**src/rtl/kft_pkg.sv**
```systemverilog
// Package for the three-state Kalman filter: word format, payload structs,
// control word layout and the microcode program. Used by every rtl file.
package kft_pkg;

  localparam int FRAC_BITS = 16;
  localparam int WORD_BITS = 48;
  localparam int TIME_BITS = 47;
  localparam int RF_AW = 5;
  localparam int PC_BITS = 7;
  localparam int CFG_BITS = 47;
  localparam int CFG_IW = 3;

  typedef logic signed [WORD_BITS-1:0] word_t;

  localparam word_t WMAX = {1'b0, {(WORD_BITS-1){1'b1}}};
  localparam word_t WMIN = {1'b1, {(WORD_BITS-1){1'b0}}};
  localparam logic [TIME_BITS-1:0] TMAX = {TIME_BITS{1'b1}};

  // Fixed start covariance entries.
  localparam word_t P0_TENTH = word_t'(((64'd1 << FRAC_BITS) + 64'd5) / 64'd10);
  localparam word_t P0_BIG = word_t'(64'd10000 << FRAC_BITS);
  localparam word_t P0_TEN = word_t'(64'd10 << FRAC_BITS);
  localparam word_t P0_HUND = word_t'(64'd100 << FRAC_BITS);

  // Configuration register indexes.
  localparam logic [CFG_IW-1:0] CFG_STEP_DT = 3'd0;
  localparam logic [CFG_IW-1:0] CFG_PROC_NOISE = 3'd1;
  localparam logic [CFG_IW-1:0] CFG_MEAS_NOISE = 3'd2;
  localparam logic [CFG_IW-1:0] CFG_START_POS = 3'd3;
  localparam logic [CFG_IW-1:0] CFG_START_VEL = 3'd4;
  localparam logic [CFG_IW-1:0] CFG_START_ACC = 3'd5;
  localparam logic [CFG_IW-1:0] CFG_START_TIME = 3'd6;

  // Commands.
  localparam logic [1:0] CMD_INIT = 2'd0;
  localparam logic [1:0] CMD_PREDICT = 2'd1;
  localparam logic [1:0] CMD_UPDATE = 2'd2;

  typedef struct packed {
    logic [1:0] command;
    logic signed [31:0] measurement;
  } in_item_t;

  typedef struct packed {
    logic signed [WORD_BITS-1:0] position;
    logic signed [WORD_BITS-1:0] velocity;
    logic signed [WORD_BITS-1:0] acceleration;
    logic [TIME_BITS-1:0] elapsed_time;
    logic saturated;
  } out_item_t;

  // Micro-operations.
  localparam logic [3:0] OP_ADD = 4'd0;
  localparam logic [3:0] OP_SUB = 4'd1;
  localparam logic [3:0] OP_MUL = 4'd2;
  localparam logic [3:0] OP_DIV = 4'd3;
  localparam logic [3:0] OP_MOV = 4'd4;
  localparam logic [3:0] OP_LDS = 4'd5;
  localparam logic [3:0] OP_OUT = 4'd6;
  localparam logic [3:0] OP_TLD = 4'd7;
  localparam logic [3:0] OP_TADD = 4'd8;
  localparam logic [3:0] OP_JMP = 4'd9;
  localparam logic [3:0] OP_END = 4'd10;

  // Special operand sources for OP_LDS.
  localparam logic [3:0] SP_DT = 4'd0;
  localparam logic [3:0] SP_Q = 4'd1;
  localparam logic [3:0] SP_R = 4'd2;
  localparam logic [3:0] SP_Y = 4'd3;
  localparam logic [3:0] SP_POS = 4'd4;
  localparam logic [3:0] SP_VEL = 4'd5;
  localparam logic [3:0] SP_ACC = 4'd6;
  localparam logic [3:0] SP_TENTH = 4'd7;
  localparam logic [3:0] SP_BIG = 4'd8;
  localparam logic [3:0] SP_TEN = 4'd9;
  localparam logic [3:0] SP_HUND = 4'd10;

  // Write-back source select.
  localparam logic [1:0] WS_ALU = 2'd0;
  localparam logic [1:0] WS_OPA = 2'd1;
  localparam logic [1:0] WS_SPEC = 2'd2;

  // Register file map.
  localparam logic [4:0] RX0 = 5'd0, RX1 = 5'd1, RX2 = 5'd2;
  localparam logic [4:0] RPX0 = 5'd3, RPX1 = 5'd4, RPX2 = 5'd5;
  localparam logic [4:0] RP0 = 5'd6, RP1 = 5'd7, RP2 = 5'd8;
  localparam logic [4:0] RP3 = 5'd9, RP4 = 5'd10, RP5 = 5'd11;
  localparam logic [4:0] RP6 = 5'd12, RP7 = 5'd13, RP8 = 5'd14;
  localparam logic [4:0] RM0 = 5'd15, RM1 = 5'd16, RM2 = 5'd17;
  localparam logic [4:0] RM3 = 5'd18, RM4 = 5'd19, RM5 = 5'd20;
  localparam logic [4:0] RK0 = 5'd21, RK1 = 5'd22, RK2 = 5'd23;
  localparam logic [4:0] RDT = 5'd24, RQ = 5'd25, RR = 5'd26, RY = 5'd27;
  localparam logic [4:0] RS = 5'd28, RE = 5'd29, RT = 5'd30;

  // Program entry points and the shared output tail.
  localparam logic [PC_BITS-1:0] PC_INIT = 7'd0;
  localparam logic [PC_BITS-1:0] PC_TAIL = 7'd13;
  localparam logic [PC_BITS-1:0] PC_PREDICT = 7'd17;
  localparam logic [PC_BITS-1:0] PC_UPDATE = 7'd58;

  typedef struct packed {
    logic [3:0] op;
    logic [RF_AW-1:0] dst;
    logic [RF_AW-1:0] a;
    logic [RF_AW-1:0] b;
    logic [PC_BITS-1:0] target;
  } ucode_t;

  // Control from the sequencer to the datapath.
  typedef struct packed {
    logic [RF_AW-1:0] rd_a;
    logic [RF_AW-1:0] rd_b;
    logic wr_en;
    logic [RF_AW-1:0] wr_addr;
    logic [1:0] wr_sel;
    logic [3:0] spec;
    logic alu_start;
    logic [3:0] alu_op;
    logic out_we;
    logic [1:0] out_slot;
    logic time_ld;
    logic time_add;
    logic finish;
  } ctrl_t;

  function automatic ucode_t mk(input logic [3:0] op, input logic [4:0] dst,
                                input logic [4:0] a, input logic [4:0] b);
    ucode_t u;
    u.op = op;
    u.dst = dst;
    u.a = a;
    u.b = b;
    u.target = '0;
    return u;
  endfunction

  function automatic ucode_t mkj(input logic [PC_BITS-1:0] target);
    ucode_t u;
    u = mk(OP_JMP, 5'd0, 5'd0, 5'd0);
    u.target = target;
    return u;
  endfunction

  function automatic logic [PC_BITS-1:0] entry_of(input logic [1:0] cmd);
    case (cmd)
      CMD_INIT: return PC_INIT;
      CMD_PREDICT: return PC_PREDICT;
      CMD_UPDATE: return PC_UPDATE;
      default: return PC_TAIL;
    endcase
  endfunction

  // The filter program, one control word per step.
  function automatic ucode_t ucode_rom(input logic [PC_BITS-1:0] pc);
    case (pc)
      // Init: start state and fixed covariance.
      7'd0: return mk(OP_LDS, RX0, {1'b0, SP_POS}, 5'd0);
      7'd1: return mk(OP_LDS, RX1, {1'b0, SP_VEL}, 5'd0);
      7'd2: return mk(OP_LDS, RX2, {1'b0, SP_ACC}, 5'd0);
      7'd3: return mk(OP_LDS, RP0, {1'b0, SP_TENTH}, 5'd0);
      7'd4: return mk(OP_LDS, RP1, {1'b0, SP_TENTH}, 5'd0);
      7'd5: return mk(OP_LDS, RP2, {1'b0, SP_TENTH}, 5'd0);
      7'd6: return mk(OP_LDS, RP3, {1'b0, SP_TENTH}, 5'd0);
      7'd7: return mk(OP_LDS, RP4, {1'b0, SP_BIG}, 5'd0);
      7'd8: return mk(OP_LDS, RP5, {1'b0, SP_TEN}, 5'd0);
      7'd9: return mk(OP_LDS, RP6, {1'b0, SP_TENTH}, 5'd0);
      7'd10: return mk(OP_LDS, RP7, {1'b0, SP_TEN}, 5'd0);
      7'd11: return mk(OP_LDS, RP8, {1'b0, SP_HUND}, 5'd0);
      7'd12: return mk(OP_TLD, 5'd0, 5'd0, 5'd0);
      // Tail: show the state estimate.
      7'd13: return mk(OP_OUT, 5'd0, RX0, 5'd0);
      7'd14: return mk(OP_OUT, 5'd1, RX1, 5'd0);
      7'd15: return mk(OP_OUT, 5'd2, RX2, 5'd0);
      7'd16: return mk(OP_END, 5'd0, 5'd0, 5'd0);
      // Predict: state.
      7'd17: return mk(OP_LDS, RDT, {1'b0, SP_DT}, 5'd0);
      7'd18: return mk(OP_LDS, RQ, {1'b0, SP_Q}, 5'd0);
      7'd19: return mk(OP_MUL, RT, RDT, RX1);
      7'd20: return mk(OP_ADD, RPX0, RX0, RT);
      7'd21: return mk(OP_MUL, RT, RDT, RX2);
      7'd22: return mk(OP_ADD, RPX1, RX1, RT);
      7'd23: return mk(OP_MOV, RPX2, RX2, 5'd0);
      // Predict: M = A*P, upper two rows.
      7'd24: return mk(OP_MUL, RT, RDT, RP3);
      7'd25: return mk(OP_ADD, RM0, RP0, RT);
      7'd26: return mk(OP_MUL, RT, RDT, RP6);
      7'd27: return mk(OP_ADD, RM3, RP3, RT);
      7'd28: return mk(OP_MUL, RT, RDT, RP4);
      7'd29: return mk(OP_ADD, RM1, RP1, RT);
      7'd30: return mk(OP_MUL, RT, RDT, RP7);
      7'd31: return mk(OP_ADD, RM4, RP4, RT);
      7'd32: return mk(OP_MUL, RT, RDT, RP5);
      7'd33: return mk(OP_ADD, RM2, RP2, RT);
      7'd34: return mk(OP_MUL, RT, RDT, RP8);
      7'd35: return mk(OP_ADD, RM5, RP5, RT);
      // Predict: P = M*A^T; the last row of M is the last row of P.
      7'd36: return mk(OP_MUL, RT, RDT, RM1);
      7'd37: return mk(OP_ADD, RP0, RM0, RT);
      7'd38: return mk(OP_MUL, RT, RDT, RM2);
      7'd39: return mk(OP_ADD, RP1, RM1, RT);
      7'd40: return mk(OP_MOV, RP2, RM2, 5'd0);
      7'd41: return mk(OP_MUL, RT, RDT, RM4);
      7'd42: return mk(OP_ADD, RP3, RM3, RT);
      7'd43: return mk(OP_MUL, RT, RDT, RM5);
      7'd44: return mk(OP_ADD, RP4, RM4, RT);
      7'd45: return mk(OP_MOV, RP5, RM5, 5'd0);
      7'd46: return mk(OP_MUL, RT, RDT, RP7);
      7'd47: return mk(OP_ADD, RP6, RP6, RT);
      7'd48: return mk(OP_MUL, RT, RDT, RP8);
      7'd49: return mk(OP_ADD, RP7, RP7, RT);
      // Predict: process noise.
      7'd50: return mk(OP_ADD, RP0, RP0, RQ);
      7'd51: return mk(OP_ADD, RP1, RP1, RQ);
      7'd52: return mk(OP_ADD, RP3, RP3, RQ);
      7'd53: return mk(OP_ADD, RP4, RP4, RQ);
      7'd54: return mk(OP_OUT, 5'd0, RPX0, 5'd0);
      7'd55: return mk(OP_OUT, 5'd1, RPX1, 5'd0);
      7'd56: return mk(OP_OUT, 5'd2, RPX2, 5'd0);
      7'd57: return mk(OP_END, 5'd0, 5'd0, 5'd0);
      // Update: gain.
      7'd58: return mk(OP_LDS, RR, {1'b0, SP_R}, 5'd0);
      7'd59: return mk(OP_LDS, RY, {1'b0, SP_Y}, 5'd0);
      7'd60: return mk(OP_ADD, RS, RP0, RR);
      7'd61: return mk(OP_DIV, RK0, RP0, RS);
      7'd62: return mk(OP_DIV, RK1, RP3, RS);
      7'd63: return mk(OP_DIV, RK2, RP6, RS);
      // Update: state correction.
      7'd64: return mk(OP_SUB, RE, RY, RPX0);
      7'd65: return mk(OP_MUL, RT, RK0, RE);
      7'd66: return mk(OP_ADD, RPX0, RPX0, RT);
      7'd67: return mk(OP_MUL, RT, RK1, RE);
      7'd68: return mk(OP_ADD, RPX1, RPX1, RT);
      7'd69: return mk(OP_MUL, RT, RK2, RE);
      7'd70: return mk(OP_ADD, RPX2, RPX2, RT);
      // Update: covariance; row zero goes last so the others see it unchanged.
      7'd71: return mk(OP_MUL, RT, RK1, RP0);
      7'd72: return mk(OP_SUB, RP3, RP3, RT);
      7'd73: return mk(OP_MUL, RT, RK1, RP1);
      7'd74: return mk(OP_SUB, RP4, RP4, RT);
      7'd75: return mk(OP_MUL, RT, RK1, RP2);
      7'd76: return mk(OP_SUB, RP5, RP5, RT);
      7'd77: return mk(OP_MUL, RT, RK2, RP0);
      7'd78: return mk(OP_SUB, RP6, RP6, RT);
      7'd79: return mk(OP_MUL, RT, RK2, RP1);
      7'd80: return mk(OP_SUB, RP7, RP7, RT);
      7'd81: return mk(OP_MUL, RT, RK2, RP2);
      7'd82: return mk(OP_SUB, RP8, RP8, RT);
      7'd83: return mk(OP_MUL, RT, RK0, RP0);
      7'd84: return mk(OP_SUB, RP0, RP0, RT);
      7'd85: return mk(OP_MUL, RT, RK0, RP1);
      7'd86: return mk(OP_SUB, RP1, RP1, RT);
      7'd87: return mk(OP_MUL, RT, RK0, RP2);
      7'd88: return mk(OP_SUB, RP2, RP2, RT);
      7'd89: return mk(OP_MOV, RX0, RPX0, 5'd0);
      7'd90: return mk(OP_MOV, RX1, RPX1, 5'd0);
      7'd91: return mk(OP_MOV, RX2, RPX2, 5'd0);
      7'd92: return mk(OP_TADD, 5'd0, 5'd0, 5'd0);
      7'd93: return mkj(PC_TAIL);
      default: return mk(OP_END, 5'd0, 5'd0, 5'd0);
    endcase
  endfunction

endpackage

```
**src/rtl/kft_regfile.sv**
```systemverilog
// Register file of the filter datapath: 32 words, two registered read ports.
// Depends on kft_pkg; entries never written since reset read as zero.
module kft_regfile (
  input  logic                   clk,
  input  logic                   rst,
  input  logic [kft_pkg::RF_AW-1:0] rd_addr_a,
  input  logic [kft_pkg::RF_AW-1:0] rd_addr_b,
  output kft_pkg::word_t         rd_data_a,
  output kft_pkg::word_t         rd_data_b,
  input  logic                   wr_en,
  input  logic [kft_pkg::RF_AW-1:0] wr_addr,
  input  kft_pkg::word_t         wr_data
);
  import kft_pkg::*;

  localparam int DEPTH = 1 << RF_AW;

  word_t mem [DEPTH];
  logic [DEPTH-1:0] valid;

  // Write port and per-entry valid bits.
  always_ff @(posedge clk) begin
    if (wr_en) begin
      mem[wr_addr] <= wr_data;
    end
    if (rst) begin
      valid <= '0;
    end else if (wr_en) begin
      valid[wr_addr] <= 1'b1;
    end
  end

  // Registered reads; an invalid entry reads as zero.
  always_ff @(posedge clk) begin
    rd_data_a <= valid[rd_addr_a] ? mem[rd_addr_a] : '0;
    rd_data_b <= valid[rd_addr_b] ? mem[rd_addr_b] : '0;
  end

endmodule

```
**config.mk**
```make
export PLATFORM = sky130hd
export DESIGN_NAME = kft_regfile
export DESIGN_NICKNAME = d
export VERILOG_FILES = /design/src/rtl/kft_pkg.sv /design/src/rtl/kft_regfile.sv
export SDC_FILE = /design/constraint.sdc
export NUM_CORES = 2
export LEC_CHECK = 0
export BUFFER_PORTS_ARGS = -buffer_cell sky130_fd_sc_hd__clkbuf_2
export CORE_ASPECT_RATIO = 1.1
export CORE_MARGIN = 4
export CORE_UTILIZATION = 40
export DETAILED_ROUTE_END_ITERATION = 16
export HOLD_SLACK_MARGIN = 0.05
export PLACE_DENSITY_LB_ADDON = 0.25
export SLEW_MARGIN = 20
export SYNTH_ARGS = -nofsm -noshare
export SYNTH_HDL_FRONTEND = slang
export SYNTH_SLANG_ARGS = --single-unit
```
**constraint.sdc**
```tcl
create_clock -name clk -period 4.7 [get_ports clk]
set_input_delay 0.94 -clock clk [delete_from_list [all_inputs] [get_ports clk]]
set_output_delay 0.94 -clock clk [all_outputs]
set_load 0.02 [all_outputs]
```
==> impl_metrics.ini <==
[cts]
clk_path_buf_depth = 3
clk-insertion-delay-late_ps = 850
cts_tree = built
clock-sinks = 1664
cts_resized = 0
hold_buffers = 0
cts_buffers = 178
cts_setup_buffers = 0
htree_levels = 4
root_buffer = clkbuf_16
worst_setup_hold_path_clk_slew_ps = 60

[die]
initial_core_util_pct = 40.3
coreArea_mm2 = 0.187
die-area_mm2 = 0.195
fp-row-count = 166
die_w_um = 422
ios = 162
die_y_um = 463

[power_and_ir_drop]
seqPwrFrac_pct = 49.4
ir_drop_mv = 0.384
p_total_mw = 33.4
leakage_nw = 29.0
power.internal_mw = 25.5
power_frac_comb_pct = 8.2
power_density_mw_per_mm2 = 391
clockPowerShare_pct = 42.4
switching_share_pct = 23.7
power_switching_mw = 7.92

[detailed_routing]
ant_nets = 0
routed_wl_um = 251000
avgViaCountPerCell = 6.51
drt_iter0_drc = 5306
route.detailed.drc = 0
vias = 47000
wl_per_cell_um = 34.7
dr.pass1.iters = 6

[sta]
slew_headroom_pct = 25.7
period_needed_ps = 2880
fmax_ghz = 0.347
fin_tns_setup_ps = 0
final-hold-violation-count = 0
fin_crit_sh_pct = 61.3
worst_pin_slew_ps = 1110
skew_ps = 37.3
rsz0062_at_grt = no
slew_violations = 0
setup_viol = 0

[yosys]
netlist_instances = 4507
synth_area_mm2 = 0.0753
synthDistinctLibCells = 30
syn_nets = 4573
ys_seq_area_share_pct = 64.6
avgSynthCellArea_um2 = 16.7
yosysWarningCount = 0
ys_ff_latch = 1664

[critical_path]
worstPathRequired_ps = 3760
critPathTopFamily = flip-flops
crit_path_end_kind = primary output
crit_chain = clkbuf_2
worst_path_largest_cell_delay_ps = 770
crit_type = reg2out
cp_slowest_cell = dfxtp_1
start_kind = flip-flop
cp.arrival_ps = 1940
crit_buf_inv = 1
worst-path-max-fanout = 2

[global_route]
antenna_found_initial = 20
grt_pass1_vias = 47200
grt_pass1_wl_um = 352000
grt_max_degree = 115
overflow = 0
gr-usage-all-layers_pct = 25.1

[hold_path]
min_path_type = reg2reg

[placed_design]
gp_congestion = 0.791
io_buffer_count = 161
hpwl_um = 133000

[cells_and_area]
final_nets = 4690
nFillCells = 16000
syn2layout_area_growth_pct = 13.6
drive_above_1_share_pct = 21.3

[outcome]
outcome = finished clean

[run]
maxCapViolCount = 0
worst paths after layout:
check	from	to	slack (ps)	cells past startpoint
setup reg to reg	valid[19]$_SDFFE_PP0P_	rd_data_a[29]$_SDFF_PN0_	2430	6
hold reg to reg	valid[19]$_SDFFE_PP0P_	valid[19]$_SDFFE_PP0P_	490	2
hold / removal	valid[19]$_SDFFE_PP0P_	valid[19]$_SDFFE_PP0P_	490	2
setup / recovery	rd_data_b[18]$_SDFF_PN0_	rd_data_b[18]	1820	1
state kept, by name, indices dropped and copies added, names as in the netlist:
register / count
rd_data_a: 48
mem: 1536
rd_data_b: 48
valid: 32
cells by family after synthesis:
family                 share of synthesized area [%]
AO/OA/AOI/OAI                                   7.42
buffers and inverters                           2.41
flip-flops                                      64.6
multiplexers                                    22.2
AND/OR/NAND/NOR                                 3.31
power groups by stage:
stage | Sequential (mW) | Clock (mW) | Combinational [mW]
after floorplan | 16.8 | 0 | 1.60
after CTS | 16.5 | 14.4 | 2.73
final | 16.5 | 14.2 | 2.75
after detailed placement | 16.8 | 0 | 2.72
after global routing | 16.5 | 15.1 | 2.89
after global placement | 16.8 | 0 | 2.71
final cells by class:
type,instances,area [um^2],share of cell area [%]
tap,2436,3050,3.56
antenna,12,30.0,0.0351
inverter,4,25.0,0.0293
multi-input combinational,2467,25100,29.4
timing repair buffer,309,2680,3.14
clock inverter,81,1010,1.18
clock buffer,251,4940,5.77
sequential,1664,48700,56.9
per-layer routing:
metal	GRT usage, %	vias up	routed length, um
met5	0	-	77
met4	8.76	10	8970
met3	4.19	539	19600
met2	41.3	2314	121000
met1	33.8	25000	101000
li1	-	19200	-
through the flow:
| stage | hold slack (ps) | utilization [%] | setup slack, ps | area (um^2) | instances |
|---|---|---|---|---|---|
| 2_1_floorplan | 452 | - | 600 | 75300 | 4507 |
| 3_3_place_gp | 464 | 42.6 | 1140 | 79600 | 6880 |
| 3_5_place_dp | 476 | 42.6 | 1150 | 79600 | 6880 |
| 4_1_cts | 490 | 45.8 | 1820 | 85500 | 7212 |
| 5_1_grt | 517 | 45.8 | 1770 | 85500 | 7215 |
| 6_report | 491 | 45.8 | 1820 | 85500 | 7224 |
tightest hold or removal path, stage by stage, from the launching register on:
cell and delay (ps):
dfxtp_1 340, nor2_1 50, nor2_1 70
layout by cell type (no fill, tap or decap), types with 3 or more instances in the layout:
cell and n:
edfxtp_1 1536, mux2i_1 776, mux4_2 396, a221oi_1 384, o21ai_0 192, clkbuf_16 178
nor2_1 163, clkbuf_2 151, dfxtp_1 128, nand3_1 102, a22oi_1 96, nor3_1 96
a21oi_1 96, and3_1 96, buf_4 93, buf_12 55, clkbuf_1 52, nor2_4 34
clkinv_2 26, clkbuf_8 21, clkinv_1 18, bufinv_16 14, diode_2 12, nand3b_1 7
clkinv_16 6, clkinv_8 6, clkinvlp_4 6, buf_6 6, inv_6 5, a311oi_1 4
o211ai_1 4, mux2_2 4, nor2b_4 4, buf_8 4, or3b_2 3, nand2_1 3
cells in the mapped netlist:
cell type  number  area, um^2
a21oi_1        96         480
a221oi_1      384        3360
a22oi_1        96         721
a311oi_1        4        35.0
and2_1          2        12.5
and3_1         96         601
buf_1          34         128
buf_2         110         551
buf_4          62         465
buf_6           4        45.0
clkbuf_1      162         608
dfxtp_1       128        2560
edfxtp_1     1536       46100
inv_1           2        7.51
inv_2           2        7.51
mux2_2          4        45.0
mux2i_1       776        7770
mux4_2        396        8920
nand2_1         3        11.3
nand2b_1        2        12.5
nand3_1       102         510
nand3b_1        7        52.6
nand4_1         2        12.5
nor2_1        197         739
nor2b_1         4        25.0
nor3_1         96         480
o211ai_1        4        30.0
o21ai_0       192         961
or3_1           1        6.26
or3b_2          3        26.3
(Power assumes the default switching activity.)
