`config.mk`:
```
export PLATFORM = sky130hd
export DESIGN_NAME = kft_alu
export DESIGN_NICKNAME = d
export VERILOG_FILES = /design/src/rtl/kft_pkg.sv /design/src/rtl/kft_alu.sv
export SDC_FILE = /design/constraint.sdc
export NUM_CORES = 2
export LEC_CHECK = 0
export BUFFER_PORTS_ARGS = -buffer_cell sky130_fd_sc_hd__buf_2
export CAP_MARGIN = 20
export CORE_UTILIZATION = 28
export CTS_CLUSTER_DIAMETER = 40
export CTS_CLUSTER_SIZE = 28
export DETAILED_ROUTE_END_ITERATION = 8
export GPL_ROUTABILITY_DRIVEN = 1
export SYNTH_ARGS = -nofsm -noshare
export SYNTH_HDL_FRONTEND = slang
export SYNTH_SLANG_ARGS = --single-unit
```
`constraint.sdc`:
```
create_clock -name clk -period 11.6 [get_ports clk]
set_input_delay 2.32 -clock clk [delete_from_list [all_inputs] [get_ports clk]]
set_output_delay 2.32 -clock clk [all_outputs]
set_load 0.01 [all_outputs]
```
`src/rtl/kft_pkg.sv`:
```
// Package for the three-state Kalman filter: word format, payload structs,
// control word layout and the microcode program. Used by every rtl file.
package kft_pkg;

  localparam int FRAC_BITS = 16;
  localparam int WORD_BITS = 48;
  localparam int TIME_BITS = 47;
  localparam int RF_AW = 5;
  localparam int PC_BITS = 7;
  localparam int CFG_BITS = 47;
  localparam int CFG_IW = 3;

  typedef logic signed [WORD_BITS-1:0] word_t;

  localparam word_t WMAX = {1'b0, {(WORD_BITS-1){1'b1}}};
  localparam word_t WMIN = {1'b1, {(WORD_BITS-1){1'b0}}};
  localparam logic [TIME_BITS-1:0] TMAX = {TIME_BITS{1'b1}};

  // Fixed start covariance entries.
  localparam word_t P0_TENTH = word_t'(((64'd1 << FRAC_BITS) + 64'd5) / 64'd10);
  localparam word_t P0_BIG = word_t'(64'd10000 << FRAC_BITS);
  localparam word_t P0_TEN = word_t'(64'd10 << FRAC_BITS);
  localparam word_t P0_HUND = word_t'(64'd100 << FRAC_BITS);

  // Configuration register indexes.
  localparam logic [CFG_IW-1:0] CFG_STEP_DT = 3'd0;
  localparam logic [CFG_IW-1:0] CFG_PROC_NOISE = 3'd1;
  localparam logic [CFG_IW-1:0] CFG_MEAS_NOISE = 3'd2;
  localparam logic [CFG_IW-1:0] CFG_START_POS = 3'd3;
  localparam logic [CFG_IW-1:0] CFG_START_VEL = 3'd4;
  localparam logic [CFG_IW-1:0] CFG_START_ACC = 3'd5;
  localparam logic [CFG_IW-1:0] CFG_START_TIME = 3'd6;

  // Commands.
  localparam logic [1:0] CMD_INIT = 2'd0;
  localparam logic [1:0] CMD_PREDICT = 2'd1;
  localparam logic [1:0] CMD_UPDATE = 2'd2;

  typedef struct packed {
    logic [1:0] command;
    logic signed [31:0] measurement;
  } in_item_t;

  typedef struct packed {
    logic signed [WORD_BITS-1:0] position;
    logic signed [WORD_BITS-1:0] velocity;
    logic signed [WORD_BITS-1:0] acceleration;
    logic [TIME_BITS-1:0] elapsed_time;
    logic saturated;
  } out_item_t;

  // Micro-operations.
  localparam logic [3:0] OP_ADD = 4'd0;
  localparam logic [3:0] OP_SUB = 4'd1;
  localparam logic [3:0] OP_MUL = 4'd2;
  localparam logic [3:0] OP_DIV = 4'd3;
  localparam logic [3:0] OP_MOV = 4'd4;
  localparam logic [3:0] OP_LDS = 4'd5;
  localparam logic [3:0] OP_OUT = 4'd6;
  localparam logic [3:0] OP_TLD = 4'd7;
  localparam logic [3:0] OP_TADD = 4'd8;
  localparam logic [3:0] OP_JMP = 4'd9;
  localparam logic [3:0] OP_END = 4'd10;

  // Special operand sources for OP_LDS.
  localparam logic [3:0] SP_DT = 4'd0;
  localparam logic [3:0] SP_Q = 4'd1;
  localparam logic [3:0] SP_R = 4'd2;
  localparam logic [3:0] SP_Y = 4'd3;
  localparam logic [3:0] SP_POS = 4'd4;
  localparam logic [3:0] SP_VEL = 4'd5;
  localparam logic [3:0] SP_ACC = 4'd6;
  localparam logic [3:0] SP_TENTH = 4'd7;
  localparam logic [3:0] SP_BIG = 4'd8;
  localparam logic [3:0] SP_TEN = 4'd9;
  localparam logic [3:0] SP_HUND = 4'd10;

  // Write-back source select.
  localparam logic [1:0] WS_ALU = 2'd0;
  localparam logic [1:0] WS_OPA = 2'd1;
  localparam logic [1:0] WS_SPEC = 2'd2;

  // Register file map.
  localparam logic [4:0] RX0 = 5'd0, RX1 = 5'd1, RX2 = 5'd2;
  localparam logic [4:0] RPX0 = 5'd3, RPX1 = 5'd4, RPX2 = 5'd5;
  localparam logic [4:0] RP0 = 5'd6, RP1 = 5'd7, RP2 = 5'd8;
  localparam logic [4:0] RP3 = 5'd9, RP4 = 5'd10, RP5 = 5'd11;
  localparam logic [4:0] RP6 = 5'd12, RP7 = 5'd13, RP8 = 5'd14;
  localparam logic [4:0] RM0 = 5'd15, RM1 = 5'd16, RM2 = 5'd17;
  localparam logic [4:0] RM3 = 5'd18, RM4 = 5'd19, RM5 = 5'd20;
  localparam logic [4:0] RK0 = 5'd21, RK1 = 5'd22, RK2 = 5'd23;
  localparam logic [4:0] RDT = 5'd24, RQ = 5'd25, RR = 5'd26, RY = 5'd27;
  localparam logic [4:0] RS = 5'd28, RE = 5'd29, RT = 5'd30;

  // Program entry points and the shared output tail.
  localparam logic [PC_BITS-1:0] PC_INIT = 7'd0;
  localparam logic [PC_BITS-1:0] PC_TAIL = 7'd13;
  localparam logic [PC_BITS-1:0] PC_PREDICT = 7'd17;
  localparam logic [PC_BITS-1:0] PC_UPDATE = 7'd58;

  typedef struct packed {
    logic [3:0] op;
    logic [RF_AW-1:0] dst;
    logic [RF_AW-1:0] a;
    logic [RF_AW-1:0] b;
    logic [PC_BITS-1:0] target;
  } ucode_t;

  // Control from the sequencer to the datapath.
  typedef struct packed {
    logic [RF_AW-1:0] rd_a;
    logic [RF_AW-1:0] rd_b;
    logic wr_en;
    logic [RF_AW-1:0] wr_addr;
    logic [1:0] wr_sel;
    logic [3:0] spec;
    logic alu_start;
    logic [3:0] alu_op;
    logic out_we;
    logic [1:0] out_slot;
    logic time_ld;
    logic time_add;
    logic finish;
  } ctrl_t;

  function automatic ucode_t mk(input logic [3:0] op, input logic [4:0] dst,
                                input logic [4:0] a, input logic [4:0] b);
    ucode_t u;
    u.op = op;
    u.dst = dst;
    u.a = a;
    u.b = b;
    u.target = '0;
    return u;
  endfunction

  function automatic ucode_t mkj(input logic [PC_BITS-1:0] target);
    ucode_t u;
    u = mk(OP_JMP, 5'd0, 5'd0, 5'd0);
    u.target = target;
    return u;
  endfunction

  function automatic logic [PC_BITS-1:0] entry_of(input logic [1:0] cmd);
    case (cmd)
      CMD_INIT: return PC_INIT;
      CMD_PREDICT: return PC_PREDICT;
      CMD_UPDATE: return PC_UPDATE;
      default: return PC_TAIL;
    endcase
  endfunction

  // The filter program, one control word per step.
  function automatic ucode_t ucode_rom(input logic [PC_BITS-1:0] pc);
    case (pc)
      // Init: start state and fixed covariance.
      7'd0: return mk(OP_LDS, RX0, {1'b0, SP_POS}, 5'd0);
      7'd1: return mk(OP_LDS, RX1, {1'b0, SP_VEL}, 5'd0);
      7'd2: return mk(OP_LDS, RX2, {1'b0, SP_ACC}, 5'd0);
      7'd3: return mk(OP_LDS, RP0, {1'b0, SP_TENTH}, 5'd0);
      7'd4: return mk(OP_LDS, RP1, {1'b0, SP_TENTH}, 5'd0);
      7'd5: return mk(OP_LDS, RP2, {1'b0, SP_TENTH}, 5'd0);
      7'd6: return mk(OP_LDS, RP3, {1'b0, SP_TENTH}, 5'd0);
      7'd7: return mk(OP_LDS, RP4, {1'b0, SP_BIG}, 5'd0);
      7'd8: return mk(OP_LDS, RP5, {1'b0, SP_TEN}, 5'd0);
      7'd9: return mk(OP_LDS, RP6, {1'b0, SP_TENTH}, 5'd0);
      7'd10: return mk(OP_LDS, RP7, {1'b0, SP_TEN}, 5'd0);
      7'd11: return mk(OP_LDS, RP8, {1'b0, SP_HUND}, 5'd0);
      7'd12: return mk(OP_TLD, 5'd0, 5'd0, 5'd0);
      // Tail: show the state estimate.
      7'd13: return mk(OP_OUT, 5'd0, RX0, 5'd0);
      7'd14: return mk(OP_OUT, 5'd1, RX1, 5'd0);
      7'd15: return mk(OP_OUT, 5'd2, RX2, 5'd0);
      7'd16: return mk(OP_END, 5'd0, 5'd0, 5'd0);
      // Predict: state.
      7'd17: return mk(OP_LDS, RDT, {1'b0, SP_DT}, 5'd0);
      7'd18: return mk(OP_LDS, RQ, {1'b0, SP_Q}, 5'd0);
      7'd19: return mk(OP_MUL, RT, RDT, RX1);
      7'd20: return mk(OP_ADD, RPX0, RX0, RT);
      7'd21: return mk(OP_MUL, RT, RDT, RX2);
      7'd22: return mk(OP_ADD, RPX1, RX1, RT);
      7'd23: return mk(OP_MOV, RPX2, RX2, 5'd0);
      // Predict: M = A*P, upper two rows.
      7'd24: return mk(OP_MUL, RT, RDT, RP3);
      7'd25: return mk(OP_ADD, RM0, RP0, RT);
      7'd26: return mk(OP_MUL, RT, RDT, RP6);
      7'd27: return mk(OP_ADD, RM3, RP3, RT);
      7'd28: return mk(OP_MUL, RT, RDT, RP4);
      7'd29: return mk(OP_ADD, RM1, RP1, RT);
      7'd30: return mk(OP_MUL, RT, RDT, RP7);
      7'd31: return mk(OP_ADD, RM4, RP4, RT);
      7'd32: return mk(OP_MUL, RT, RDT, RP5);
      7'd33: return mk(OP_ADD, RM2, RP2, RT);
      7'd34: return mk(OP_MUL, RT, RDT, RP8);
      7'd35: return mk(OP_ADD, RM5, RP5, RT);
      // Predict: P = M*A^T; the last row of M is the last row of P.
      7'd36: return mk(OP_MUL, RT, RDT, RM1);
      7'd37: return mk(OP_ADD, RP0, RM0, RT);
      7'd38: return mk(OP_MUL, RT, RDT, RM2);
      7'd39: return mk(OP_ADD, RP1, RM1, RT);
      7'd40: return mk(OP_MOV, RP2, RM2, 5'd0);
      7'd41: return mk(OP_MUL, RT, RDT, RM4);
      7'd42: return mk(OP_ADD, RP3, RM3, RT);
      7'd43: return mk(OP_MUL, RT, RDT, RM5);
      7'd44: return mk(OP_ADD, RP4, RM4, RT);
      7'd45: return mk(OP_MOV, RP5, RM5, 5'd0);
      7'd46: return mk(OP_MUL, RT, RDT, RP7);
      7'd47: return mk(OP_ADD, RP6, RP6, RT);
      7'd48: return mk(OP_MUL, RT, RDT, RP8);
      7'd49: return mk(OP_ADD, RP7, RP7, RT);
      // Predict: process noise.
      7'd50: return mk(OP_ADD, RP0, RP0, RQ);
      7'd51: return mk(OP_ADD, RP1, RP1, RQ);
      7'd52: return mk(OP_ADD, RP3, RP3, RQ);
      7'd53: return mk(OP_ADD, RP4, RP4, RQ);
      7'd54: return mk(OP_OUT, 5'd0, RPX0, 5'd0);
      7'd55: return mk(OP_OUT, 5'd1, RPX1, 5'd0);
      7'd56: return mk(OP_OUT, 5'd2, RPX2, 5'd0);
      7'd57: return mk(OP_END, 5'd0, 5'd0, 5'd0);
      // Update: gain.
      7'd58: return mk(OP_LDS, RR, {1'b0, SP_R}, 5'd0);
      7'd59: return mk(OP_LDS, RY, {1'b0, SP_Y}, 5'd0);
      7'd60: return mk(OP_ADD, RS, RP0, RR);
      7'd61: return mk(OP_DIV, RK0, RP0, RS);
      7'd62: return mk(OP_DIV, RK1, RP3, RS);
      7'd63: return mk(OP_DIV, RK2, RP6, RS);
      // Update: state correction.
      7'd64: return mk(OP_SUB, RE, RY, RPX0);
      7'd65: return mk(OP_MUL, RT, RK0, RE);
      7'd66: return mk(OP_ADD, RPX0, RPX0, RT);
      7'd67: return mk(OP_MUL, RT, RK1, RE);
      7'd68: return mk(OP_ADD, RPX1, RPX1, RT);
      7'd69: return mk(OP_MUL, RT, RK2, RE);
      7'd70: return mk(OP_ADD, RPX2, RPX2, RT);
      // Update: covariance; row zero goes last so the others see it unchanged.
      7'd71: return mk(OP_MUL, RT, RK1, RP0);
      7'd72: return mk(OP_SUB, RP3, RP3, RT);
      7'd73: return mk(OP_MUL, RT, RK1, RP1);
      7'd74: return mk(OP_SUB, RP4, RP4, RT);
      7'd75: return mk(OP_MUL, RT, RK1, RP2);
      7'd76: return mk(OP_SUB, RP5, RP5, RT);
      7'd77: return mk(OP_MUL, RT, RK2, RP0);
      7'd78: return mk(OP_SUB, RP6, RP6, RT);
      7'd79: return mk(OP_MUL, RT, RK2, RP1);
      7'd80: return mk(OP_SUB, RP7, RP7, RT);
      7'd81: return mk(OP_MUL, RT, RK2, RP2);
      7'd82: return mk(OP_SUB, RP8, RP8, RT);
      7'd83: return mk(OP_MUL, RT, RK0, RP0);
      7'd84: return mk(OP_SUB, RP0, RP0, RT);
      7'd85: return mk(OP_MUL, RT, RK0, RP1);
      7'd86: return mk(OP_SUB, RP1, RP1, RT);
      7'd87: return mk(OP_MUL, RT, RK0, RP2);
      7'd88: return mk(OP_SUB, RP2, RP2, RT);
      7'd89: return mk(OP_MOV, RX0, RPX0, 5'd0);
      7'd90: return mk(OP_MOV, RX1, RPX1, 5'd0);
      7'd91: return mk(OP_MOV, RX2, RPX2, 5'd0);
      7'd92: return mk(OP_TADD, 5'd0, 5'd0, 5'd0);
      7'd93: return mkj(PC_TAIL);
      default: return mk(OP_END, 5'd0, 5'd0, 5'd0);
    endcase
  endfunction

endpackage

```
`src/rtl/kft_alu.sv`:
```
// Shared arithmetic unit: saturating add/subtract, multi-cycle fixed-point
// multiply (24-bit partial products) and bit-serial divide. Depends on kft_pkg.
module kft_alu (
  input  logic           clk,
  input  logic           rst,
  input  logic           start,
  input  logic [3:0]     op,
  input  kft_pkg::word_t a,
  input  kft_pkg::word_t b,
  output logic           done,
  output kft_pkg::word_t result,
  output logic           sat
);
  import kft_pkg::*;

  localparam int HW = WORD_BITS / 2;
  localparam int PW = 2 * WORD_BITS;
  localparam int RW = PW - FRAC_BITS;
  localparam int NW = WORD_BITS + FRAC_BITS;
  localparam int CW = $clog2(NW);

  localparam logic [2:0] AS_IDLE = 3'd0;
  localparam logic [2:0] AS_ADD = 3'd1;
  localparam logic [2:0] AS_MUL = 3'd2;
  localparam logic [2:0] AS_MFIN = 3'd3;
  localparam logic [2:0] AS_DIV = 3'd4;
  localparam logic [2:0] AS_DFIN = 3'd5;
  localparam logic [2:0] AS_DZERO = 3'd6;

  logic [2:0] st;
  logic neg;
  logic [WORD_BITS-1:0] xm, ym;
  logic [PW-1:0] acc;
  logic [CW-1:0] cnt;
  logic [WORD_BITS:0] sum;
  logic [NW-1:0] num;
  logic [NW-1:0] quo;
  logic [WORD_BITS-1:0] rem;

  logic [WORD_BITS-1:0] amag, bmag;
  logic [HW-1:0] xpart, ypart;
  logic [2*HW-1:0] pp;
  logic [PW-1:0] pp_sh;
  logic [WORD_BITS:0] trial;
  logic trial_ok;
  logic [PW-1:0] rnd;
  logic [WORD_BITS:0] dminus;
  logic [NW:0] qrnd;
  logic [WORD_BITS:0] tw;

  // Magnitude and sign to a saturated word; top bit of the result is the flag.
  function automatic logic [WORD_BITS:0] to_word(input logic n, input logic [RW-1:0] m);
    logic [RW-1:0] half;
    logic [WORD_BITS-1:0] lo;
    half = RW'(1) << (WORD_BITS - 1);
    lo = m[WORD_BITS-1:0];
    if (n) begin
      if (m >= half) begin
        return {m > half, WMIN};
      end
      return {1'b0, -lo};
    end
    if (m >= half) begin
      return {1'b1, WMAX};
    end
    return {1'b0, lo};
  endfunction

  assign amag = a[WORD_BITS-1] ? -a : a;
  assign bmag = b[WORD_BITS-1] ? -b : b;

  // One partial product per cycle.
  assign xpart = cnt[0] ? xm[WORD_BITS-1:HW] : xm[HW-1:0];
  assign ypart = cnt[1] ? ym[WORD_BITS-1:HW] : ym[HW-1:0];
  assign pp = xpart * ypart;
  assign pp_sh = PW'(pp) << (HW * (32'(cnt[0]) + 32'(cnt[1])));

  // Restoring division step.
  assign trial = {rem, num[NW-1]};
  assign trial_ok = trial >= {1'b0, ym};

  assign rnd = acc + (PW'(1) << (FRAC_BITS - 1));
  assign dminus = {1'b0, ym} - {1'b0, rem};
  assign qrnd = {1'b0, quo} + NW'({1'b0, rem} >= dminus);

  always_comb begin
    tw = '0;
    done = 1'b0;
    case (st)
      AS_ADD: begin
        done = 1'b1;
        if (!sum[WORD_BITS] && sum[WORD_BITS-1]) begin
          tw = {1'b1, WMAX};
        end else if (sum[WORD_BITS] && !sum[WORD_BITS-1]) begin
          tw = {1'b1, WMIN};
        end else begin
          tw = {1'b0, sum[WORD_BITS-1:0]};
        end
      end
      AS_MFIN: begin
        done = 1'b1;
        tw = to_word(neg, rnd[PW-1:FRAC_BITS]);
      end
      AS_DFIN: begin
        done = 1'b1;
        tw = to_word(neg, RW'(qrnd));
      end
      AS_DZERO: begin
        done = 1'b1;
        tw = {1'b1, {WORD_BITS{1'b0}}};
      end
      default: tw = '0;
    endcase
  end

  assign result = tw[WORD_BITS-1:0];
  assign sat = tw[WORD_BITS];

  // Operation sequencing.
  always_ff @(posedge clk) begin
    if (rst) begin
      st <= AS_IDLE;
    end else begin
      case (st)
        AS_IDLE: begin
          if (start) begin
            neg <= a[WORD_BITS-1] ^ b[WORD_BITS-1];
            xm <= amag;
            ym <= bmag;
            acc <= '0;
            cnt <= '0;
            rem <= '0;
            quo <= '0;
            num <= {amag, {FRAC_BITS{1'b0}}};
            case (op)
              OP_ADD: begin
                sum <= {a[WORD_BITS-1], a} + {b[WORD_BITS-1], b};
                st <= AS_ADD;
              end
              OP_SUB: begin
                sum <= {a[WORD_BITS-1], a} - {b[WORD_BITS-1], b};
                st <= AS_ADD;
              end
              OP_MUL: st <= AS_MUL;
              OP_DIV: st <= (b == '0) ? AS_DZERO : AS_DIV;
              default: st <= AS_IDLE;
            endcase
          end
        end
        AS_MUL: begin
          acc <= acc + pp_sh;
          cnt <= cnt + 1'b1;
          if (cnt == CW'(3)) begin
            st <= AS_MFIN;
          end
        end
        AS_DIV: begin
          rem <= trial_ok ? WORD_BITS'(trial - {1'b0, ym}) : trial[WORD_BITS-1:0];
          quo <= {quo[NW-2:0], trial_ok};
          num <= {num[NW-2:0], 1'b0};
          cnt <= cnt + 1'b1;
          if (cnt == CW'(NW - 1)) begin
            st <= AS_DFIN;
          end
        end
        default: st <= AS_IDLE;
      endcase
    end
  end

endmodule

```
==> impl_metrics.xml <==
<?xml version="1.0" encoding="UTF-8"?>
<metrics>
  <group name="synthesis">
    <metric name="synthSimpleGateAreaFrac" unit="">0.203</metric>
    <metric name="yosys_register_bits" unit="">411</metric>
    <metric name="synth.top_cells.by_area" unit="">edfxtp_1, fa_1, ha_1</metric>
    <metric name="syn-cell-area" unit="sq um">62100</metric>
    <metric name="post_synth_num_cell_types" unit="">104</metric>
    <metric name="post_synth_inst_count" unit="">7588</metric>
    <metric name="synth_sequential_area_ratio" unit="">0.198</metric>
    <metric name="synth_largest_type_area_fraction" unit="">0.197</metric>
    <metric name="synthesized_area_per_cell" unit="sq um">8.19</metric>
    <metric name="yosys.area_share.adder" unit="">0.252</metric>
    <metric name="synth.net_count" unit="">8651</metric>
    <metric name="yosysWarningCount" unit="">0</metric>
    <metric name="synth_top_cell_by_area" unit="">edfxtp_1</metric>
    <metric name="primary_flip_flop_cell_chosen_by_synthesis_mapping" unit="">edfxtp_1</metric>
    <metric name="synth_xor_area_frac" unit="">0.0718</metric>
    <metric name="synth.mux.area_fraction" unit="">0.0284</metric>
    <metric name="number_of_flops_mapped_to_enable_cells_by_yosys" unit="">408</metric>
    <metric name="synth-compound-area-share" unit="">0.177</metric>
    <metric name="synth_top_family_by_area" unit="">adder cells</metric>
    <metric name="synth-async-reset-ratio" unit="">0</metric>
  </group>
  <group name="clock_network">
    <metric name="cts.reportedPaths.clkPinSlew" unit="ns">0.06</metric>
    <metric name="tritoncts_clock_tree" unit="">built</metric>
    <metric name="number_of_sinks_on_the_clock_net" unit="">411</metric>
    <metric name="cts.root.buffer_cell" unit="">clkbuf_16</metric>
    <metric name="deepest_level_of_the_cts_h_tree" unit="">3</metric>
    <metric name="clock_tree.buffer_depth" unit="">3</metric>
    <metric name="postCtsHoldBufs" unit="">0</metric>
    <metric name="insertion_delay" unit="ns">0.75</metric>
    <metric name="cts-buffers-inserted" unit="">90</metric>
  </group>
  <group name="setup_path">
    <metric name="top_cell_by_count_worst_path" unit="">buf_4</metric>
    <metric name="timing.critical_path.arrival" unit="ns">9.68</metric>
    <metric name="cpMaxStageDelayCell" unit="">edfxtp_1</metric>
    <metric name="crit_start" unit="">ym[13]</metric>
    <metric name="max_stage_delay" unit="ns">0.48</metric>
    <metric name="worst-r2r-setup-slack" unit="ns">0.14</metric>
    <metric name="cp_data_required_time" unit="ns">9.28</metric>
    <metric name="worst_r2r_startpoint" unit="">cnt[1]</metric>
    <metric name="timing.critical_path.fanout_max" unit="">8</metric>
    <metric name="startpoint_type" unit="">flip-flop</metric>
    <metric name="endpoint_kind" unit="">output port</metric>
    <metric name="reg2reg_depth" unit="">54</metric>
    <metric name="criticalPathCategory" unit="">flip-flop to output port</metric>
  </group>
  <group name="global_routing">
    <metric name="grt_first_pass_wirelength" unit="um">388000</metric>
    <metric name="grt_pass1_vias" unit="">60900</metric>
    <metric name="grt_start_max_net_pins" unit="">85</metric>
    <metric name="antenna_found_initial" unit="">18</metric>
    <metric name="global_route.overflow_total" unit="">0</metric>
    <metric name="track_usage" unit="">0.228</metric>
  </group>
  <group name="placed_design">
    <metric name="place.detailed.hpwl" unit="um">215000</metric>
    <metric name="finalWeightedCongestion" unit="">1.03</metric>
    <metric name="port_buffers" unit="">152</metric>
    <metric name="place_inst" unit="">11400</metric>
  </group>
  <group name="floorplan">
    <metric name="io-pin-count" unit="">153</metric>
    <metric name="fp.coreArea" unit="sq um">220000</metric>
    <metric name="die_w" unit="um">473</metric>
    <metric name="floorplan.die_area" unit="sq um">224000</metric>
    <metric name="die_h" unit="um">473</metric>
    <metric name="floorplan.rows" unit="">172</metric>
    <metric name="initial_utilization" unit="">0.282</metric>
  </group>
  <group name="sta">
    <metric name="max_clock_freq" unit="MHz">83.4</metric>
    <metric name="slew-limit-headroom" unit="">0.215</metric>
    <metric name="tightestPinTransition" unit="ns">1.17</metric>
    <metric name="post-route-worst-setup-slack" unit="ns">-0.395</metric>
    <metric name="report.final.setup_viol" unit="">48</metric>
    <metric name="clock-skew-final" unit="ns">0.0564</metric>
    <metric name="final.min_clock_period" unit="ns">12.00</metric>
    <metric name="grt_setup_unrepaired" unit="">true</metric>
    <metric name="post-route-period-util" unit="">1.03</metric>
    <metric name="hold_viol" unit="">0</metric>
    <metric name="slew_violations" unit="">0</metric>
  </group>
  <group name="cells_and_area">
    <metric name="number_of_filler_cells_placed_in_the_layout" unit="">22600</metric>
    <metric name="commonest_non_fill_non_tap_cell_in_the_layout" unit="">buf_4</metric>
    <metric name="nets" unit="">9694</metric>
    <metric name="layout.cells.most_common_list" unit="">buf_4, nor2_1, nand2_1</metric>
    <metric name="layoutNonFillerInstCount" unit="">11700</metric>
    <metric name="area_delta_synth_final" unit="%">28.8</metric>
    <metric name="drive_above_1_share" unit="">0.225</metric>
  </group>
  <group name="min_path">
    <metric name="min-delay-path-class" unit="">flip-flop to flip-flop</metric>
    <metric name="worst_hold_startpoint" unit="">num[62]</metric>
    <metric name="whs_path_depth" unit="">2</metric>
  </group>
  <group name="drt">
    <metric name="detailroute.via_count" unit="">62800</metric>
    <metric name="antenna_violating_nets_post_route" unit="">0</metric>
    <metric name="dr_drc_count" unit="">0</metric>
    <metric name="first_iter_violations" unit="">6475</metric>
    <metric name="vias_per_cell" unit="">5.38</metric>
    <metric name="drt-pass1-iter-count" unit="">6</metric>
    <metric name="wl_per_cell" unit="um">22.7</metric>
    <metric name="wl" unit="um">265000</metric>
  </group>
  <group name="status">
    <metric name="run_status" unit="">complete, but fails checks</metric>
    <metric name="failed_checks" unit="">negative setup slack</metric>
  </group>
  <group name="job">
    <metric name="drv_cap" unit="">0</metric>
  </group>
</metrics>
==> registers in the layout, summed over array words and instances (netlist names) <==
signal / flops
rem: 48
quo: 64
ym: 48
cnt: 6
xm: 48
acc: 96
sum: 49
num: 48
neg: 1
st: 3
==> worst max-delay path: cells and delay by family, from the launching register on <==
kind	cells	cell delay, ns
buffers and inverters	8	1.29
adder cells (fa/ha/maj)	4	1.00
flip-flops	1	0.48
AO/OA/AOI/OAI	20	3.63
AND/OR/NAND/NOR	13	2.39
XOR/XNOR	1	0.14
==> cell usage after synthesis, types with 28 or more instances <==
cell,instances
a21o_1,213
nor4_1,46
buf_2,31
nor3_1,121
edfxtp_1,408
ha_1,474
and3_1,121
o21ai_0,336
nand3_1,195
mux2i_1,113
xor2_1,193
or3_1,50
nor2_1,893
mux2_2,56
a21oi_1,547
a211oi_1,37
nand2b_1,65
o21a_1,54
or4_1,29
xnor2_1,316
nand2_1,793
and2_1,67
a21boi_0,28
nand4_1,137
nor2b_1,39
inv_1,775
o211ai_1,43
o22ai_1,34
o21bai_1,59
a31oi_1,42
clkbuf_1,287
o31ai_1,50
fa_1,486
or2_2,33
==> layout make-up <==
type,instances,area (sq um),area share
well taps,2958,3700,0.0463
diodes,11,27.5,0.000344
repair buffers,1305,10300,0.128
inverters,777,2920,0.0365
clock buffers,100,2310,0.0289
flip-flops and latches,411,12300,0.154
multi-input cells,6046,47700,0.596
clock inverters,67,748,0.00935
==> through the flow <==
stage	hold slack [ns]	area [sq um]	util	setup WS (ns)	TNS, ns
finish	0.526	80000	0.363	-0.395	-13.31
global route	0.567	80000	0.363	-0.718	-31.16
CTS	0.525	78200	0.355	-0.330	-10.06
detailed placement	0.535	73400	0.333	-0.675	-32.66
global placement	0.520	73400	0.333	-0.587	-26.27
floorplan	0.484	62100	-	0.344	0
==> final timing paths <==
path                 to
max          result[38]
min             num[63]
max reg2reg     acc[92]
min reg2reg     num[63]
==> logic make-up (layout without fill, tap and decap cells) <==
| kind of cell | after synthesis | in the layout |
|---|---|---|
| flops | 411 | 411 |
| other cells | 0 | 11 |
| xor+xnor | 509 | 509 |
| simple gates | 2690 | 2690 |
| mux | 169 | 169 |
| buf+inv | 1131 | 2249 |
| compound gates | 1718 | 1718 |
| fa+ha+maj | 960 | 960 |
==> repair_timing <==
item / in CTS / in global routing
setup endpoints to repair: 77 / 86
gates resized for setup: 302 / 300
hold endpoints to repair: 0 / 0
cloned: 5 / 3
buffers inserted: 54 / 66
pin swaps: 87 / 149
==> routing by layer <==
layer	global-route usage	routed length, um	up-vias
met2	0.365	120000	2787
met3	0.0329	20100	608
met1	0.300	110000	30900
met4	0.113	14900	10
li1	-	-	28500
met5	0	58	-
Power is left out: the tool's default activity adds up to more than one toggle a clock period on the data nets, which glitch-free logic cannot reach.
